File: src/rtl/rld_pkg.sv
`timescale 1ns / 1ps

package rld_pkg;

    // Field and datapath widths
    localparam int BYTE_W      = 8;
    localparam int RUN_W       = 7;   // holds a count up to 64
    localparam int CALC_W      = 10;  // count * 10 + digit, count <= 64
    localparam int MAX_RUN_DEF = 64;

    // Character codes
    localparam logic [BYTE_W-1:0] CH_SPACE   = 8'h20;
    localparam logic [BYTE_W-1:0] CH_TAB     = 8'h09;
    localparam logic [BYTE_W-1:0] CH_CR      = 8'h0D;
    localparam logic [BYTE_W-1:0] CH_ZERO    = 8'h30;
    localparam logic [BYTE_W-1:0] CH_NINE    = 8'h39;
    localparam logic [BYTE_W-1:0] ERR_SYMBOL = 8'h00;

    // Controller to datapath
    typedef struct packed {
        logic clr_count;   // clear the count being built
        logic load_digit;  // fold the request's digit into the count
        logic load_run;    // latch symbol and copy count, clear count
        logic dec_run;     // one copy taken downstream
        logic err_out;     // present the error result
    } rld_cmd_t;

    // Datapath to controller
    typedef struct packed {
        logic digit;       // request byte is '0'..'9'
        logic space;       // request byte is whitespace
        logic overflow;    // digit would push the count past the limit
        logic zero_count;  // count (after start clear) is zero
        logic last_copy;   // one copy left in the run
    } rld_stat_t;

endpackage

File: src/rtl/run_length_decoder_ascii.sv
// The first copy of a run is offered the cycle after its symbol request.
// Digit and whitespace requests are taken without output; a symbol with count n
// gives n copies, one per cycle from the run counter while m_axis_tready is high,
// and input waits meanwhile; an error gives one result, a zero-count symbol none.
// Reset (rst_n low, asynchronous): count cleared, parser waits for a count.
`timescale 1ns / 1ps

module run_length_decoder_ascii
    import rld_pkg::*;
#(
    parameter int MAX_RUN = MAX_RUN_DEF
)
(
    input  logic              clk,
    input  logic              rst_n,
    input  logic              s_axis_tvalid,
    output logic              s_axis_tready,
    input  logic [BYTE_W-1:0] s_axis_tdata,   // [7:0] in_byte
    input  logic              s_axis_tuser,   // [0] stream_start
    output logic              m_axis_tvalid,
    input  logic              m_axis_tready,
    output logic [BYTE_W-1:0] m_axis_tdata,   // [7:0] out_byte
    output logic              m_axis_tlast,   // run_last
    output logic              m_axis_tuser    // [0] bad_input
);

    rld_cmd_t  cmd;
    rld_stat_t stat;

    // Parse and emit sequencing
    rld_ctrl u_ctrl (
        .clk          (clk),
        .rst_n        (rst_n),
        .in_valid     (s_axis_tvalid),
        .stream_start (s_axis_tuser),
        .in_ready     (s_axis_tready),
        .out_valid    (m_axis_tvalid),
        .out_ready    (m_axis_tready),
        .stat         (stat),
        .cmd          (cmd)
    );

    // Count, symbol and run counter
    rld_datapath #(
        .MAX_RUN (MAX_RUN)
    ) u_datapath (
        .clk          (clk),
        .rst_n        (rst_n),
        .in_byte      (s_axis_tdata),
        .stream_start (s_axis_tuser),
        .cmd          (cmd),
        .stat         (stat),
        .out_byte     (m_axis_tdata),
        .run_last     (m_axis_tlast),
        .bad_input    (m_axis_tuser)
    );

endmodule

File: src/rtl/rld_datapath.sv
`timescale 1ns / 1ps

module rld_datapath
    import rld_pkg::*;
#(
    parameter int MAX_RUN = MAX_RUN_DEF
)
(
    input  logic              clk,
    input  logic              rst_n,
    input  logic [BYTE_W-1:0] in_byte,
    input  logic              stream_start,
    input  rld_cmd_t          cmd,
    output rld_stat_t         stat,
    output logic [BYTE_W-1:0] out_byte,
    output logic              run_last,
    output logic              bad_input
);

    logic [RUN_W-1:0]  run_count_reg, run_count_next;
    logic [RUN_W-1:0]  remain_reg, remain_next;
    logic [BYTE_W-1:0] symbol_reg, symbol_next;

    logic [RUN_W-1:0]  count_eff;
    logic [CALC_W-1:0] count_calc;

    // A start-of-stream request sees a cleared count
    assign count_eff = stream_start ? '0 : run_count_reg;

    // count * 10 + digit as shifts and adds
    assign count_calc = CALC_W'({count_eff, 3'b000}) + CALC_W'({count_eff, 1'b0})
                      + CALC_W'(in_byte[3:0]);

    // Byte classification and count checks
    always_comb
    begin
        stat.digit      = (in_byte >= CH_ZERO) && (in_byte <= CH_NINE);
        stat.space      = (in_byte == CH_SPACE) || ((in_byte >= CH_TAB) && (in_byte <= CH_CR));
        stat.overflow   = count_calc > CALC_W'(MAX_RUN);
        stat.zero_count = (count_eff == '0);
        stat.last_copy  = (remain_reg == RUN_W'(1));
    end

    // Next values of count, symbol and copies left
    always_comb
    begin
        run_count_next = run_count_reg;
        remain_next    = remain_reg;
        symbol_next    = symbol_reg;
        if (cmd.clr_count)
        begin
            run_count_next = '0;
        end
        if (cmd.load_digit)
        begin
            run_count_next = count_calc[RUN_W-1:0];
        end
        if (cmd.load_run)
        begin
            symbol_next    = in_byte;
            remain_next    = count_eff;
            run_count_next = '0;
        end
        if (cmd.dec_run)
        begin
            remain_next = remain_reg - RUN_W'(1);
        end
    end

    always_ff @(posedge clk or negedge rst_n)
    begin
        if (!rst_n)
        begin
            run_count_reg <= '0;
            remain_reg    <= '0;
        end
        else
        begin
            run_count_reg <= run_count_next;
            remain_reg    <= remain_next;
        end
    end

    always_ff @(posedge clk)
    begin
        symbol_reg <= symbol_next;
    end

    // Result fields
    assign out_byte  = cmd.err_out ? ERR_SYMBOL : symbol_reg;
    assign run_last  = cmd.err_out | stat.last_copy;
    assign bad_input = cmd.err_out;

endmodule

File: src/rtl/rld_ctrl.sv
`timescale 1ns / 1ps

module rld_ctrl
    import rld_pkg::*;
(
    input  logic      clk,
    input  logic      rst_n,
    input  logic      in_valid,
    input  logic      stream_start,
    output logic      in_ready,
    output logic      out_valid,
    input  logic      out_ready,
    input  rld_stat_t stat,
    output rld_cmd_t  cmd
);

    typedef enum logic [2:0] {
        S_AWAIT,    // waiting for a count
        S_DIGITS,   // inside a count
        S_LOCK,     // error seen, ignore until start
        S_EMIT,     // sending copies of the symbol
        S_ERR_OUT   // sending the error result
    } state_t;

    state_t state_reg, state_next;

    logic locked;
    logic in_digits;

    assign locked    = (state_reg == S_LOCK) && !stream_start;
    assign in_digits = (state_reg == S_DIGITS) && !stream_start;

    // Decode of the request byte against the parse phase
    always_comb
    begin
        state_next = state_reg;
        cmd        = '0;
        in_ready   = 1'b0;
        out_valid  = 1'b0;
        case (state_reg)
            S_AWAIT, S_DIGITS, S_LOCK:
            begin
                in_ready = 1'b1;
                if (in_valid)
                begin
                    cmd.clr_count = stream_start;
                    if (locked)
                    begin
                        state_next = S_LOCK;
                    end
                    else if (stat.digit)
                    begin
                        if (stat.overflow)
                        begin
                            cmd.clr_count = 1'b1;
                            state_next    = S_ERR_OUT;
                        end
                        else
                        begin
                            cmd.load_digit = 1'b1;
                            state_next     = S_DIGITS;
                        end
                    end
                    else if (in_digits)
                    begin
                        // symbol byte: any non-digit
                        if (stat.zero_count)
                        begin
                            cmd.clr_count = 1'b1;
                            state_next    = S_AWAIT;
                        end
                        else
                        begin
                            cmd.load_run = 1'b1;
                            state_next   = S_EMIT;
                        end
                    end
                    else if (stat.space)
                    begin
                        state_next = S_AWAIT;
                    end
                    else
                    begin
                        cmd.clr_count = 1'b1;
                        state_next    = S_ERR_OUT;
                    end
                end
            end
            S_EMIT:
            begin
                out_valid = 1'b1;
                if (out_ready)
                begin
                    cmd.dec_run = 1'b1;
                    if (stat.last_copy)
                    begin
                        state_next = S_AWAIT;
                    end
                end
            end
            S_ERR_OUT:
            begin
                out_valid   = 1'b1;
                cmd.err_out = 1'b1;
                if (out_ready)
                begin
                    state_next = S_LOCK;
                end
            end
            default:
            begin
                state_next = S_AWAIT;
            end
        endcase
    end

    always_ff @(posedge clk or negedge rst_n)
    begin
        if (!rst_n)
        begin
            state_reg <= S_AWAIT;
        end
        else
        begin
            state_reg <= state_next;
        end
    end

endmodule
File: config.mk
export PLATFORM = sky130hd
export DESIGN_NAME = run_length_decoder_ascii
export DESIGN_NICKNAME = d
export VERILOG_FILES = /design/src/rtl/rld_pkg.sv /design/src/rtl/run_length_decoder_ascii.sv /design/src/rtl/rld_datapath.sv /design/src/rtl/rld_ctrl.sv
export SDC_FILE = /design/constraint.sdc
export NUM_CORES = 1
export LEC_CHECK = 0
export ABC_CLOCK_PERIOD_IN_PS = 2950
export CORE_ASPECT_RATIO = 1.1
export CORE_MARGIN = 2
export CORE_UTILIZATION = 40
export DETAILED_ROUTE_END_ITERATION = 7
export DONT_BUFFER_PORTS = 1
export SLEW_MARGIN = 20
export SYNTH_ARGS = -nofsm -noshare
export SYNTH_HDL_FRONTEND = slang
export SYNTH_SLANG_ARGS = --single-unit
File: constraint.sdc
create_clock -name clk -period 2.95 [get_ports clk]
set_input_delay 0.1475 -clock clk [delete_from_list [all_inputs] [get_ports clk]]
set_output_delay 0.1475 -clock clk [all_outputs]
set_load 0.05 [all_outputs]
==> flow_metrics.tcl, run 1 <==
set metrics [dict create \
    status "finished clean" \
    netSwitchingFraction_pct 45.33 \
    die_area_mm2 0.005604 \
    nets 254 \
    clk_path_buf_depth 2 \
    wl_per_cell_um 16.82 \
    worst_pin_slew_ps 806.2 \
    reg2reg_slack_ps 150 \
    cts.sinks 25 \
    slew_viol_final 0 \
    synth-seq-area-share_pct 33.15 \
    syn_nets 233 \
    port_buffers 0 \
    num_antenna_cells 0 \
    max_cap_viol_count 0 \
    synthTopCellsByArea "dfrtp_1 (21%), edfxtp_1 (12%), ha_1 (9.3%), nor2b_1 (5.3%), a21oi_1 (3.5%)" \
    synth.distinct_cells 59 \
    remaining_drc_errors 0 \
    setup.worst_path.class "flip-flop to flip-flop" \
    p_sw_w 0.0005786 \
    synthDominantCellAreaShare_pct 21.18 \
    ios 25 \
    core-area_mm2 0.004932 \
    grt_overflow 0 \
    relSlewSlack_pct 46.02 \
    largest_register_ffs 8 \
    dpl.hpwl_um 3507 \
    power_frac_comb_pct 47.6 \
    hold_viol_final 0 \
    avgSynthCellArea_um2 9.844 \
    arrival_ps 2960 \
    ctsRootBufferMaster "clkbuf_8" \
    grt_util_all_layers_pct 17.20 \
    hold_path.class "input port to flip-flop" \
    die_x_um 71.56 \
    clk_latency_ps 280 \
    cellPowerDensity_mw_per_mm2 546.4 \
    path_clk_slew_ps 90 \
    design_area_mm2 0.002336 \
    p_leak_nw 1.026 \
    final_cell_mix "dfrtp_1 (17), nor2b_1 (16), a21oi_1 (14), ha_1 (14), buf_4 (14)" \
    yosys_warnings 0 \
    cts_tree "built" \
    grt_pass1_vias 1575 \
    synthArstFlopShare_pct 68.00 \
    htreeDepth 1 \
    post-synth-top-area-cell "dfrtp_1" \
    fillCellCount 479 \
    row_count 27 \
    synth_seq_cells 25 \
    route.vias.total 1649 \
    finalSetupViolations 0 \
    die_y_um 78.32 \
    power_w 0.001277 \
    startpoint "u_datapath.run_count_reg[0]$_DFFE_PN0P_" \
    synth-edff-count 8 \
    vdd_drop_max_v 0.0002927 \
    routed_via_density 5.848 \
    p_seq_share_pct 36.3 \
    reg2reg_to "u_datapath.run_count_reg[2]$_DFFE_PN0P_" \
    r2r_start "u_datapath.run_count_reg[0]$_DFFE_PN0P_" \
    synthCells 204 \
    p_int_w 0.0006979 \
    grt_pass1_wl_um 7693 \
    power_frac_clock_pct 16.1 \
    final_common_cell "dfrtp_1" \
    placed_area_mm2 0.002120 \
    finalClockSkew_ps 7.588 \
    routed_wl_um 4744 \
    first_pass_iters 4 \
    drtIter0Drc 62 \
    area_growth_pct 16.32 \
    fin_crit_ps 2799 \
    ff2ff_path_depth 9 \
    cp_max_fo 8 \
    cp_data_required_time_ps 3120 \
    antenna_found_initial 0 \
    final_antenna_net_count 0 \
    hold_depth 1 \
    grt_max_degree 19 \
    period_share_pct 94.86 \
    startpoint_type "flip-flop" \
    synth_top_flop_cell "dfrtp_1" \
    layout-drive-gt1-share_pct 20.54 \
    fmax_ghz 0.3573 \
    gp_congestion 0.7891 \
    cts_buffers 3 \
    endpoint_kind "flip-flop" \
    initial_core_util_pct 40.72 \
    netlist_area_mm2 0.002008 \
    crit_end "u_datapath.run_count_reg[2]$_DFFE_PN0P_" \
]
==> final cells by class <==
class / instances / area (um2) / share of cell area (%)
clock inverter: 1 / 5.005 / 0.2142
clock buffer: 3 / 41.29 / 1.768
inverter: 11 / 41.29 / 1.768
timing repair buffer: 23 / 195.2 / 8.356
sequential: 25 / 665.6 / 28.49
multi-input combinational: 161 / 1315 / 56.29
tap: 58 / 72.57 / 3.107
==> critical path: stages, from the launching register on <==
cell and delay [ps]:
dfrtp_1 380, nor2b_4 220, xor2_1 160, ha_1 250
ha_1 310, a211oi_2 350, o21ai_0 180, xnor2_1 310
o211ai_4 200, o41ai_2 320
==> cells in the mapped netlist (4+ instances only) <==
| cell type | count |
|---|---|
| nor2b_1 | 17 |
| o21ai_0 | 13 |
| nand3_1 | 6 |
| o221a_2 | 5 |
| dfrtp_1 | 17 |
| nor3_1 | 5 |
| inv_1 | 11 |
| o211ai_1 | 4 |
| edfxtp_1 | 8 |
| nand2_1 | 5 |
| mux2i_1 | 5 |
| nor2_1 | 9 |
| ha_1 | 15 |
| nand2b_1 | 4 |
| xnor2_1 | 4 |
| a21oi_1 | 14 |
| nor3b_1 | 5 |
==> power by group through the flow <==
stage,Combinational [W],Sequential [W],Clock [W]
floorplan,0.000492,0.000442,0
global placement,0.000584,0.000471,0
detailed placement,0.000586,0.000472,0
CTS,0.000603,0.000464,0.000208
global route,0.000655,0.000474,0.000225
finish,0.000608,0.000464,0.000205
==> metal layers <==
metal  GRT usage [%]  up-vias  wire length, um
li1                -      817                -
met1           24.36      795             2260
met2           27.31       29             2239
met3           1.797        8              149
met4           5.660        0               94
met5               0        -                0
==> worst min-delay path by stage <==
stage / start / endpoint
2_1_floorplan: rst_n / u_ctrl.state_reg[0]$_DFFE_PN0P_
3_3_place_gp: rst_n / u_ctrl.state_reg[1]$_DFFE_PN0P_
3_5_place_dp: rst_n / u_ctrl.state_reg[1]$_DFFE_PN0P_
4_1_cts: s_axis_tdata[0] / u_datapath.run_count_reg[0]$_DFFE_PN0P_
5_1_grt: s_axis_tdata[0] / u_datapath.run_count_reg[0]$_DFFE_PN0P_
6_report: m_axis_tready / u_ctrl.state_reg[1]$_DFFE_PN0P_
==> kinds of logic after synthesis <==
logic type      Yosys count  synth area share, %
buf+inv                  18                4.486
xor+xnor                  5                2.181
flops                    25                33.15
compound gates           64                24.92
fa+ha+maj                16                10.34
simple gates             71                22.43
mux                       5                2.492
==> per-stage QoR <==
stage	setup TNS, ps	setup slack, ps	std cells	util, %	hold slack (ps)
after detailed placement	0	29.17	266	42.97	-147.7
final	0	151.5	282	47.36	29.33
after global placement	0	121.5	266	42.97	-147.7
after CTS	0	5.750	279	45.74	24.21
after global routing	-19.15	-19.15	282	47.36	26.17
after floorplan	0	349.1	204	-	-148.1
==> repair_timing <==
item / in CTS / in global routing
endpoints found under the setup margin: 0 / 7
gates resized for setup: 0 / 11
setup buffers: 0 / 3
hold endpoints to repair: 25 / 0
hold buffers: 9 / 0
Power figures use the tool's default switching activity.
==> run 2, diff against run 1 <==
--- a/config.mk
+++ b/config.mk
@@ -14,4 +14,5 @@
 export SLEW_MARGIN = 20
 export SYNTH_ARGS = -nofsm -noshare
 export SYNTH_HDL_FRONTEND = slang
+export SYNTH_HIERARCHICAL = 1
 export SYNTH_SLANG_ARGS = --single-unit
==> flow_metrics.tcl, run 2 <==
set metrics [dict create \
    synth_top_flop_cell "dfrtp_1" \
    area_growth_pct 38.71 \
    grt_pass1_vias 1809 \
    path_clk_slew_ps 90 \
    core-area_mm2 0.004619 \
    hold_viol_final 0 \
    hold_path.class "input port to flip-flop" \
    period_share_pct 116.6 \
    setup_slack_ps -490.8 \
    synth_seq_cells 25 \
    design_area_mm2 0.002636 \
    gp_congestion 0.8380 \
    die_area_mm2 0.005319 \
    arrival_ps 3640 \
    cellPowerDensity_mw_per_mm2 441.1 \
    finalClockSkew_ps 3.134 \
    fin_crit_ps 3441 \
    worst_pin_slew_ps 1034 \
    largest_register_ffs 8 \
    synth-edff-count 8 \
    cts.sinks 25 \
    p_leak_nw 1.221 \
    synthDominantCellAreaShare_pct 22.38 \
    fillCellCount 414 \
    finalSetupViolations 9 \
    final_common_cell "buf_4" \
    tns_ps -4256 \
    relSlewSlack_pct 31.27 \
    synth.distinct_cells 54 \
    htreeDepth 1 \
    startpoint_type "flip-flop" \
    cts_buffers 3 \
    initial_core_util_pct 41.14 \
    grt_max_degree 25 \
    vdd_drop_max_v 0.0002462 \
    syn_nets 240 \
    remaining_drc_errors 0 \
    yosys_warnings 6 \
    route.vias.total 1784 \
    routed_wl_um 4908 \
    antenna_found_initial 0 \
    clk_latency_ps 270 \
    wl_per_cell_um 14.87 \
    row_count 26 \
    netlist_top_cells_count "nor2_1 (24), a21oi_1 (19), dfrtp_1 (17)" \
    die_y_um 76.30 \
    synth-seq-area-share_pct 35.02 \
    violations "negative setup slack" \
    die_x_um 69.72 \
    rsz0062_at_grt "yes" \
    max_cap_viol_count 0 \
    avgSynthCellArea_um2 9.007 \
    synth_most_common_cell "nor2_1" \
    endpoint_kind "flip-flop" \
    grt_pass1_wl_um 8542 \
    layout-drive-gt1-share_pct 33.94 \
    final_cell_mix "buf_4 (55), nor2_1 (23), a21oi_1 (17), dfrtp_1 (17), ha_1 (13)" \
    placed_area_mm2 0.002221 \
    ctsRootBufferMaster "clkbuf_8" \
    first_pass_iters 4 \
    final_antenna_net_count 0 \
    clk_path_buf_depth 2 \
    synthArstFlopShare_pct 68.00 \
    nets 304 \
    dp_cells 294 \
    slew_viol_final 0 \
    grt_overflow 0 \
    cp_data_required_time_ps 3140 \
    grt_util_all_layers_pct 19.67 \
    synthTopCellsByArea "dfrtp_1 (22%), edfxtp_1 (13%), ha_1 (9.9%), a21oi_1 (5.0%), nor2_1 (4.7%)" \
    setup.worst_path.class "flip-flop to flip-flop" \
    cts_tree "built" \
    dpl.hpwl_um 3309 \
    ios 25 \
    post-synth-top-area-cell "dfrtp_1" \
    drtIter0Drc 146 \
    netlist_area_mm2 0.001901 \
    routed_via_density 5.406 \
    cp_max_fo 7 \
    fmax_ghz 0.2906 \
    fin_cells 330 \
    port_buffers 0 \
    num_antenna_cells 0 \
    status "finished, violations left" \
    synthCells 211 \
]
## run 2: cell count changes in the layout (fill, tap and decap cells not counted), moves of 5 or more
cell,previous run,this run
buf_4,14,55
nor2_1,9,23
nand2_1,4,12
o21ai_0,13,5
nor2b_1,16,10
nor3b_2,1,7
o221a_2,5,0
## run 2: final cells by class
cell class | count | area [um2] | share of cell area, %
tap | 56 | 70.07 | 2.658
sequential | 25 | 665.6 | 25.25
multi-input combinational | 165 | 1261 | 47.84
clock buffer | 4 | 45.04 | 1.709
timing repair buffer | 67 | 545.5 | 20.69
inverter | 13 | 48.80 | 1.851
## run 2: metal layers
layer | track usage (%) | up-vias | share of wire (%)
met4 | 6.154 | 0 | 0.59
met3 | 2.116 | 4 | 3.6
met2 | 34.90 | 36 | 52
li1 | - | 882 | -
met5 | 0 | - | 0
met1 | 25.06 | 862 | 44
## run 2: path summary, 6_finish.rpt
kind / start / end / slack, ps / cells past startpoint
setup / recovery: u_datapath/run_count_reg[1]$_DFFE_PN0P_ / u_datapath/run_count_reg[2]$_DFFE_PN0P_ / -490 / 16
hold / removal: s_axis_tuser / u_ctrl/state_reg[2]$_DFFE_PN0P_ / 60 / 2
setup reg to reg: u_datapath/run_count_reg[1]$_DFFE_PN0P_ / u_datapath/run_count_reg[2]$_DFFE_PN0P_ / -490 / 16
hold reg to reg: u_datapath/remain_reg[5]$_DFFE_PN0P_ / u_datapath/remain_reg[5]$_DFFE_PN0P_ / 540 / 2
max in group asynchronous: rst_n / u_ctrl/state_reg[2]$_DFFE_PN0P_ / 2040 / 1
min in group asynchronous: rst_n / u_datapath/remain_reg[6]$_DFFE_PN0P_ / 410 / 1
## run 2: timing repair
| item | 4_1_cts | 5_1_grt |
|---|---|---|
| endpoints found under the hold margin | 25 | 0 |
| setup buffers | 23 | 1 |
| hold buffers | 9 | 0 |
| pin swaps | 15 | 12 |
| endpoints found under the setup margin | 9 | 9 |
| resized for setup | 10 | 11 |
## run 2: critical path: stages, from the launching register on
cell,delay (ps)
dfrtp_1,410
and2b_1,210
ha_4,280
ha_2,180
inv_2,40
fa_1,480
inv_2,40
or4_4,520
o311ai_4,280
nand4_1,150
inv_2,110
nand2_4,80
a21oi_4,160
nor3_4,90
nor3b_2,180
a21oi_1,60
nor2_1,100
## run 2: cells by family after synthesis
family | Yosys count | share of synthesized area (%)
simple gates | 90 | 27.65
compound gates | 50 | 16.52
flops | 25 | 35.02
buf+inv | 21 | 5.200
fa+ha+maj | 16 | 10.93
xor+xnor | 7 | 3.621
mux | 2 | 1.053
## run 2: report_power, final
group	internal [W]	total [W]	switching [W]	leakage [nW]
combinational	0.000188	0.000537	0.000350	0.903
clock	0.0000965	0.000202	0.000106	0.0228
sequential	0.000386	0.000423	0.0000366	0.296
## run 2: through the flow
| stage | hold slack, ps | power (W) | utilization, % | setup WS (ps) |
|---|---|---|---|---|
| after global placement | -147.8 | 0.0008932 | 48.08 | -430.0 |
| after detailed placement | -147.8 | 0.0008982 | 48.08 | -541.3 |
| after CTS | 56.29 | 0.001155 | 55.80 | -468.4 |
| final | 56.79 | 0.001163 | 57.07 | -490.8 |
| after global routing | 64.78 | 0.001228 | 57.07 | -609.0 |
| after floorplan | -148.1 | 0.0007930 | - | -300.5 |
==> run 3, diff against run 2 <==
--- a/config.mk
+++ b/config.mk
@@ -5,14 +5,14 @@
 export SDC_FILE = /design/constraint.sdc
 export NUM_CORES = 1
 export LEC_CHECK = 0
+export ABC_AREA = 1
 export ABC_CLOCK_PERIOD_IN_PS = 2950
+export BUFFER_PORTS_ARGS = -buffer_cell sky130_fd_sc_hd__buf_2
 export CORE_ASPECT_RATIO = 1.1
 export CORE_MARGIN = 2
 export CORE_UTILIZATION = 40
 export DETAILED_ROUTE_END_ITERATION = 7
-export DONT_BUFFER_PORTS = 1
 export SLEW_MARGIN = 20
 export SYNTH_ARGS = -nofsm -noshare
 export SYNTH_HDL_FRONTEND = slang
-export SYNTH_HIERARCHICAL = 1
 export SYNTH_SLANG_ARGS = --single-unit
==> flow_metrics.tcl, run 3 <==
set metrics [dict create \
    netlist_top_cells_count "nand2_1 (56), inv_1 (54), nor2_1 (35)" \
    synthCells 282 \
    seqCellArea_um2 665.6 \
    drtIter0Drc 120 \
    ff2ff_path_depth 18 \
    reg2reg_slack_ps 170 \
    reg2reg_to "u_datapath.run_count_reg[5]$_DFFE_PN0P_" \
    period_share_pct 94.19 \
    synth_seq_cells 25 \
    grt_max_degree 18 \
    antenna_found_initial 0 \
    cp_max_fo 7 \
    fin_cells 374 \
    yosys_warnings 0 \
    cellPowerDensity_mw_per_mm2 488.0 \
    startpoint_type "flip-flop" \
    slew_viol_final 0 \
    clk_latency_ps 270 \
    vdd_drop_max_v 0.0001941 \
    synthDominantCellAreaShare_pct 21.01 \
    layout-drive-gt1-share_pct 19.94 \
    path_clk_slew_ps 90 \
    hold_path.startpoint "s_axis_tdata[5]" \
    avgSynthCellArea_um2 7.179 \
    routed_via_density 4.917 \
    gp_congestion 0.8306 \
    synth.distinct_cells 33 \
    synth_most_common_cell "nand2_1" \
    dpl.hpwl_um 3619 \
    route.vias.total 1839 \
    finalClockSkew_ps 1.746 \
    post-synth-top-area-cell "dfrtp_1" \
    initial_core_util_pct 41.05 \
    status "finished clean" \
    worst_pin_slew_ps 474.9 \
    synthTopCellsByArea "dfrtp_1 (21%), edfxtp_1 (12%), nand2_1 (10%), inv_1 (10%), ha_1 (9.3%)" \
    final_common_cell "nand2_1" \
    fillCellCount 517 \
    dp_cells 364 \
    clk_path_buf_depth 2 \
    core-area_mm2 0.004932 \
    synth-seq-area-share_pct 32.88 \
    cp_data_required_time_ps 3160 \
    synthArstFlopShare_pct 68.00 \
    grt_util_all_layers_pct 17.16 \
    p_leak_nw 1.250 \
    grt_pass1_wl_um 7859 \
    die_area_mm2 0.005647 \
    setup_slack_ps 171.4 \
    cts_tree "built" \
    setup.worst_path.class "flip-flop to flip-flop" \
    remaining_drc_errors 0 \
    endpoint_kind "flip-flop" \
    netlist_area_mm2 0.002024 \
    num_antenna_cells 0 \
    htreeDepth 1 \
    nets 346 \
    first_pass_iters 4 \
    final_antenna_net_count 0 \
    grt_pass1_vias 1754 \
    power_w 0.001136 \
    grt_overflow 0 \
    fin_crit_ps 2779 \
    arrival_ps 2990 \
    hold_depth 1 \
    multi_input_area_mm2 0.001127 \
    timing.hold.ws_ps 70.86 \
    hold_end "u_datapath.symbol_reg[5]$_DFFE_PP_" \
    routed_wl_um 4561 \
    synth-edff-count 8 \
    wl_per_cell_um 12.20 \
    row_count 27 \
    cts.sinks 25 \
    cts_buffers 3 \
    relSlewSlack_pct 68.22 \
    max_cap_viol_count 0 \
    syn_nets 311 \
    tns_ps 0 \
    final_cell_mix "nand2_1 (56), inv_1 (53), nor2_1 (35), nand3_1 (24), buf_2 (24)" \
    hold_viol_final 0 \
    pre_cts_slack_ps 117.2 \
    die_x_um 71.83 \
    largest_register_ffs 8 \
    ios 25 \
    hold_path.class "input port to flip-flop" \
    port_buffers 24 \
    fmax_ghz 0.3599 \
    r2r_start "u_datapath.run_count_reg[0]$_DFFE_PN0P_" \
    synth_top_flop_cell "dfrtp_1" \
    die_y_um 78.62 \
    finalSetupViolations 0 \
    ctsRootBufferMaster "clkbuf_8" \
    area_growth_pct 14.96 \
]
run 3: changes by cell type in the layout (fill, tap and decap cells not counted), moves of 15 or more:
cell     previous run  this run
a21oi_1            17         2
nand3_1             2        24
inv_1               8        53
nand2_1            12        56
buf_4              55         7
buf_2               0        24
run 3: kinds of logic (layout without fill, tap and decap cells):
group                    after synthesis  after routing  share of synthesized area (%)
buffers and inverters                 63             97                          12.30
flip-flops                            25             25                          32.88
XOR/XNOR                               4              4                          1.730
AO/OA/AOI/OAI                         24             24                          7.479
adder cells (fa/ha/maj)               16             16                          10.26
AND/OR/NAND/NOR                      150            150                          35.35
run 3: power by group:
group	internal, W	switching, W	leakage, nW
clock network	0.0000966	0.000110	0.0228
registers	0.000402	0.0000450	0.296
logic	0.000136	0.000346	0.931
run 3: what timing repair did:
action | in CTS | in global routing
setup endpoints to repair | 0 | 7
setup buffers | 0 | 5
endpoints found under the hold margin | 17 | 0
hold buffers | 1 | 0
gates resized for setup | 0 | 3
run 3: critical path, stage by stage (launching register included):
cell,delay (ps)
dfrtp_1,440
nand2_4,110
xor2_1,150
inv_1,80
ha_4,150
o21bai_1,160
ha_1,330
or2_1,280
nand3b_1,100
nand2_1,70
nand2_1,70
nand2_1,50
nor2_1,190
nand3_2,150
nand2_2,90
nand2_2,60
nand2_4,90
nand3_1,90
nand2_1,60
run 3: area by class of cell:
type / instances / share of cell area, %
inverters: 61 / 10.05
multi-input cells: 194 / 48.44
well taps: 58 / 3.118
clock buffers: 4 / 1.935
flip-flops and latches: 25 / 28.60
repair buffers: 32 / 7.849
run 3: worst max-delay path by stage:
| stage | from | end | slack, ps | cells after the start |
|---|---|---|---|---|
| 6_report | u_datapath.run_count_reg[0]$_DFFE_PN0P_ | u_datapath.run_count_reg[5]$_DFFE_PN0P_ | 170 | 18 |
| 5_1_grt | u_datapath.run_count_reg[0]$_DFFE_PN0P_ | u_datapath.run_count_reg[5]$_DFFE_PN0P_ | -0.08 | 18 |
| 4_1_cts | u_datapath.run_count_reg[0]$_DFFE_PN0P_ | u_datapath.run_count_reg[4]$_DFFE_PN0P_ | 140 | 16 |
| 3_5_place_dp | s_axis_tuser | u_datapath.run_count_reg[4]$_DFFE_PN0P_ | 120 | 18 |
| 3_3_place_gp | s_axis_tuser | u_datapath.run_count_reg[5]$_DFFE_PN0P_ | 170 | 18 |
| 2_1_floorplan | u_datapath.run_count_reg[0]$_DFFE_PN0P_ | u_datapath.run_count_reg[0]$_DFFE_PN0P_ | 430 | 18 |
run 3: metal layers:
layer	track usage [%]	up-vias	share of wire [%]
met5	0	-	0
met4	4.340	0	0.88
met3	1.412	4	2.7
met2	30.93	32	49
met1	21.85	837	47
li1	-	966	-
run 3: per-stage QoR:
| stage | area, um2 | util, % |
|---|---|---|
| 2_1_floorplan | 2024 | - |
| 3_3_place_gp | 2217 | 44.95 |
| 3_5_place_dp | 2217 | 44.95 |
| 4_1_cts | 2272 | 46.07 |
| 5_1_grt | 2327 | 47.18 |
| 6_report | 2327 | 47.18 |
